### src/incremental_world_state_hash_defines.svh
// Assertion macros for the incremental world state hash block
`ifndef INCREMENTAL_WORLD_STATE_HASH_DEFINES_SVH
`define INCREMENTAL_WORLD_STATE_HASH_DEFINES_SVH

// implication in the same cycle
`define IWSH_ASSERT_SAME(label, ante, cons) \
  label: assert property (@(posedge clk_i) disable iff (!rst_ni) (ante) |-> (cons)) \
    else $error("iwsh: same-cycle check failed");

// implication in the following cycle
`define IWSH_ASSERT_NEXT(label, ante, cons) \
  label: assert property (@(posedge clk_i) disable iff (!rst_ni) (ante) |=> (cons)) \
    else $error("iwsh: next-cycle check failed");

`endif

### src/iwsh_pkg.sv
// Types and constants shared by the world state hash modules
`default_nettype none

package iwsh_pkg;

  localparam int unsigned IDX_W = 10;
  localparam int unsigned PIN_W = 8;
  localparam int unsigned WORD_W = 64;
  localparam int unsigned LIM_W = 17;

  localparam logic [WORD_W-1:0] K_MSG = 64'h174b1ebe9d99d899;
  localparam logic [WORD_W-1:0] K_PROP = 64'hbef7d22dc910d44b;
  localparam logic [WORD_W-1:0] K_EXIT_FAIL = 64'h207bb7a8f6ceab58;
  localparam logic [WORD_W-1:0] K_EXIT_OK = 64'h5871d2579015cdc6;

  typedef enum logic [2:0] {
    OP_LOAD_DEV  = 3'd0,
    OP_LOAD_EDGE = 3'd1,
    OP_ADD_DEV   = 3'd2,
    OP_UPD_DEV   = 3'd3,
    OP_ADD_MSG   = 3'd4,
    OP_REM_MSG   = 3'd5,
    OP_EXIT      = 3'd6,
    OP_CLEAR     = 3'd7
  } op_e;

  typedef struct packed {
    op_e               op;
    logic [IDX_W-1:0]  index;
    logic [PIN_W-1:0]  pin;
    logic [WORD_W-1:0] value_a;
    logic [WORD_W-1:0] value_b;
    logic              exit_fail;
  } in_item_t;

  typedef struct packed {
    logic [WORD_W-1:0] hash_low;
    logic [WORD_W-1:0] hash_high;
  } out_item_t;

  typedef struct packed {
    logic              start;
    logic [WORD_W-1:0] x;
    logic [WORD_W-1:0] y;
  } mul_req_t;

  typedef struct packed {
    logic                busy;
    logic                done;
    logic [2*WORD_W-1:0] prod;
  } mul_rsp_t;

endpackage

`default_nettype wire

### src/iwsh_mul.sv
// Shared 32x32 multiplier building a full 64x64 product one partial product at a time
`default_nettype none

module iwsh_mul (
  input  wire logic              clk_i,
  input  wire logic              rst_ni,
  input  wire iwsh_pkg::mul_req_t req_i,
  output iwsh_pkg::mul_rsp_t     rsp_o
);

  localparam int unsigned HalfW = iwsh_pkg::WORD_W / 2;
  localparam int unsigned ProdW = 2 * iwsh_pkg::WORD_W;
  localparam logic [2:0] LastStep = 3'd4;

  logic                          busy_q, busy_d;
  logic                          done_q, done_d;
  logic [2:0]                    step_q, step_d;
  logic [iwsh_pkg::WORD_W-1:0]   x_q, y_q;
  logic [iwsh_pkg::WORD_W-1:0]   pp_q, pp_d;
  logic [1:0]                    sh_q, sh_d;
  logic [ProdW-1:0]              prod_q;
  logic [HalfW-1:0]              xi, yj;
  logic [ProdW-1:0]              pp_wide;

  always_comb begin
    xi = step_q[1] ? x_q[iwsh_pkg::WORD_W-1:HalfW] : x_q[HalfW-1:0];
    yj = step_q[0] ? y_q[iwsh_pkg::WORD_W-1:HalfW] : y_q[HalfW-1:0];
    pp_d = iwsh_pkg::WORD_W'(xi) * iwsh_pkg::WORD_W'(yj);
    sh_d = {1'b0, step_q[1]} + {1'b0, step_q[0]};
    case (sh_q)
      2'd0:    pp_wide = {{iwsh_pkg::WORD_W{1'b0}}, pp_q};
      2'd1:    pp_wide = {{HalfW{1'b0}}, pp_q, {HalfW{1'b0}}};
      default: pp_wide = {pp_q, {iwsh_pkg::WORD_W{1'b0}}};
    endcase
  end

  always_comb begin
    busy_d = busy_q;
    done_d = 1'b0;
    step_d = step_q;
    if (req_i.start) begin
      busy_d = 1'b1;
      step_d = '0;
    end else if (busy_q) begin
      step_d = step_q + 3'd1;
      if (step_q == LastStep) begin
        busy_d = 1'b0;
        done_d = 1'b1;
      end
    end
  end

  always_ff @(posedge clk_i or negedge rst_ni) begin
    if (!rst_ni) begin
      busy_q <= 1'b0;
      done_q <= 1'b0;
      step_q <= '0;
    end else begin
      busy_q <= busy_d;
      done_q <= done_d;
      step_q <= step_d;
    end
  end

  always_ff @(posedge clk_i) begin
    if (req_i.start) begin
      x_q    <= req_i.x;
      y_q    <= req_i.y;
      prod_q <= '0;
    end else if (busy_q) begin
      if (step_q != LastStep) begin
        pp_q <= pp_d;
        sh_q <= sh_d;
      end
      if (step_q != 3'd0) begin
        prod_q <= prod_q + pp_wide;
      end
    end
  end

  assign rsp_o.busy = busy_q;
  assign rsp_o.done = done_q;
  assign rsp_o.prod = prod_q;

endmodule

`default_nettype wire

### config.mk
export PLATFORM = sky130hd
export DESIGN_NAME = iwsh_mul
export DESIGN_NICKNAME = d
export VERILOG_FILES = /design/src/incremental_world_state_hash_defines.svh /design/src/iwsh_pkg.sv /design/src/iwsh_mul.sv
export SDC_FILE = /design/constraint.sdc
export NUM_CORES = 2
export LEC_CHECK = 0
export BUFFER_PORTS_ARGS = -buffer_cell sky130_fd_sc_hd__buf_4
export CAP_MARGIN = 10
export CORE_ASPECT_RATIO = 0.5
export CORE_MARGIN = 4
export CORE_UTILIZATION = 42
export CTS_BUF_LIST = sky130_fd_sc_hd__clkbuf_8
export DETAILED_ROUTE_END_ITERATION = 8
export PLACE_DENSITY = 0.65
export SLEW_MARGIN = 20
export SYNTH_ARGS = -nofsm -noshare
export SYNTH_HDL_FRONTEND = slang
export SYNTH_SLANG_ARGS = --single-unit
### constraint.sdc
create_clock -name clk_i -period 22.2 [get_ports clk_i]
set_input_delay 3.33 -clock clk_i [delete_from_list [all_inputs] [get_ports clk_i]]
set_output_delay 3.33 -clock clk_i [all_outputs]
set_load 0.01 [all_outputs]
==> flow_metrics.py <==
metrics = {
    "sta": {
        "hold_viol_final": 0,
        "drv_slew": 0,
        "tns_ns": 0,
        "worstMarginPinSlew_ns": 1.034,
        "final.period_utilization_pct": 45.46,
        "fmax_ghz": 0.09908,
        "rsz0062_at_grt": "false",
        "setup_violations": 0,
        "period_needed_ns": 10.09,
        "holdWs_ns": 0.4711,
        "finClkSkew_ns": 0.03900,
        "max-slew-margin-rel_pct": 29.57,
    },
    "route": {
        "drtPass1Iterations": 6,
        "ant_nets": 0,
        "routed_wl_microns": 192600,
        "via_count": 44309,
        "wl_per_cell_microns": 24.50,
        "drc": 0,
        "drt_iter0_markers": 4649,
        "viasPerCell": 5.636,
    },
    "final_layout": {
        "multiInputGateArea_sq_um": 40180,
        "synthToLayoutAreaGrowth_pct": 9.579,
        "drive_gt1_share_pct": 9.361,
        "seq_area_sq_um": 8521,
        "nFillCells": 12094,
        "final_cell_area_sq_um": 58210,
        "fin_util_pct": 46.78,
        "fin_nets": 7561,
    },
    "yosys": {
        "synth_top_area_share_pct": 33.80,
        "synth_top_area_cell": "fa_1",
        "synthTopCellsByArea": "fa_1 34%, edfxtp_1 11%, ha_1 9.2%",
        "synth_common_cells": "942 x inv_1, 897 x fa_1, 872 x nand2_1",
        "ys_ff_latch": 327,
        "ys_types": 94,
        "synth.most_common_cell": "inv_1",
        "syn-instance-count": 6049,
        "syn-cell-area_sq_um": 53120,
        "yosys_most_used_dff": "edfxtp_1",
        "async_flop_share_pct": 1.529,
        "synth-edff-count": 194,
        "syn-num-nets": 7469,
        "ys_warn_count": 0,
        "avgSynthCellArea_sq_um": 8.782,
        "yosysSeqAreaShare_pct": 16.03,
    },
    "setup_path": {
        "regToRegSetupSlack_ns": 12.11,
        "crit_slowest_cell": "mux2i_4",
        "cp.depth": 29,
        "r2r_cells": 29,
        "cpPeakStageDelay_ns": 0.89,
        "r2r-end": "pp_q[59]",
        "cp-start-kind": "flip-flop",
        "cp.arrival_ns": 10.57,
        "cp-startpoint": "step_q[1]",
        "path_max_fanout": 38,
        "path_class": "flip-flop to flip-flop",
        "crit_path_end": "pp_q[59]",
        "reg2reg_from": "step_q[1]",
        "required_ns": 22.68,
        "critPathTopFamily": "adder cells",
        "crit_top_cell": "fa_1",
        "crit_path_end_kind": "flip-flop",
        "cp.buffers_inverters": 7,
    },
    "global_route": {
        "grt_overflow": 0,
        "grt_antenna_before_repair": 5,
        "grt_start_max_net_pins": 108,
        "grt_pass1_vias": 45184,
        "grt_pass1_wl_microns": 288000,
        "track_usage_pct": 28.97,
    },
    "die": {
        "coreArea_sq_um": 124400,
        "io_pins": 261,
        "dieWidth_microns": 511.0,
        "rows": 91,
        "die_area_sq_um": 132600,
        "die_height_microns": 259.5,
        "start_util_pct": 42.69,
    },
    "clock_tree": {
        "cts_sinks": 327,
        "hold_buffers": 0,
        "cts_resized": 0,
        "clockBufferDepth": 3,
        "htree_levels": 2,
        "cts_tree": "yes",
        "root_buffer": "clkbuf_8",
        "clk_latency_ns": 0.75,
        "numCtsBuffers": 55,
        "clk_pin_slew_ns": 0.07,
        "cts_setup_buffers": 0,
    },
    "min_path": {
        "hp-class": "flip-flop to flip-flop",
    },
    "run": {
        "maxCapViolCount": 0,
    },
    "placed_design": {
        "placedInstanceArea_sq_um": 56910,
        "routabilityCongestion": 0.9959,
        "hpwl_microns": 148400,
        "io_buffers": 260,
    },
    "run_status": {
        "outcome": "finished clean",
    },
}
## worst register-to-register path, delay by kind of cell (launching register included)
kind,cells,cell delay (ns)
XOR/XNOR,1,0.16
flip-flops,1,0.77
multiplexers,1,0.95
AO/OA/AOI/OAI,7,1.79
AND/OR/NAND/NOR,4,0.59
adder cells (fa/ha/maj),9,4.52
buffers and inverters,7,1.05
## registers in the layout (all words and copies together) (netlist names)
| register | flops |
|---|---|
| prod_q | 128 |
| sh_q | 2 |
| y_q | 64 |
| step_q | 3 |
| busy_q | 1 |
| done_q | 1 |
| x_q | 64 |
| pp_q | 64 |
## logic make-up (layout without fill, tap and decap cells)
logic type	count (synthesis)	count (layout)	share of synthesized area, %
flip-flops	327	327	16.03
multiplexers	163	163	3.224
AO/OA/AOI/OAI	902	902	10.66
AND/OR/NAND/NOR	1937	1937	15.19
buffers and inverters	1250	1386	8.879
other	0	3	0
adder cells (fa/ha/maj)	1289	1289	43.04
XOR/XNOR	181	181	2.984
## worst min-delay path by stage
stage                      from           to  slack, ns  cells past startpoint
CTS                 prod_q[126]  prod_q[126]       0.47                      2
detailed placement  prod_q[126]  prod_q[126]       0.46                      2
floorplan           prod_q[107]  prod_q[107]       0.49                      2
finish              prod_q[126]  prod_q[126]       0.47                      2
global route          prod_q[7]    prod_q[7]       0.50                      2
global placement     prod_q[38]   prod_q[38]       0.46                      2
## layer usage
layer,routed length [microns],vias to the layer above,part of all wire [%],track usage (%)
li1,-,19390,-,-
met1,78910,21898,41,39.25
met2,77910,2508,40,41.96
met3,25500,511,13,10.26
met4,10170,2,5.3,12.16
met5,103,-,0.053,0.2523
## layout by cell type, fill, tap and decap left out, drive strengths merged, types with 13 or more instances in the layout
cell / count
dfxtp: 128
o21bai: 47
nand2: 872
a221oi: 14
mux2i: 98
edfxtp: 194
ha: 392
nand2b: 14
a211oi: 14
nand4: 72
buf: 342
a21o: 124
clkbuf: 63
a21oi: 352
xor2: 74
o21a: 21
a31oi: 19
nor2b: 20
a21boi: 15
o21ai: 203
nand3: 44
fa: 897
and2: 74
nor3: 38
mux2: 65
o211ai: 13
xnor2: 107
nor2: 744
inv: 957
## stage by stage
stage          std cells  worst slack (ns)
2_1_floorplan       6049             13.22
3_3_place_gp        7758             12.23
3_5_place_dp        7758             12.15
4_1_cts             7859             12.14
5_1_grt             7860             11.65
6_report            7862             12.11
## cell type report
type                            instances  share of cell area (%)
Antenna cell                            3                 0.01290
Inverter                              942                   6.074
Multi-Input combinational cell       4472                   69.02
Clock buffer                           62                   1.466
Sequential cell                       327                   14.64
Timing Repair Buffer                  343                   4.434
Tap cell                             1674                   3.598
Clock inverter                         39                  0.7587
Power is not shown: default switching activity piles up to over one toggle a cycle in this logic, so the estimate is an artifact.
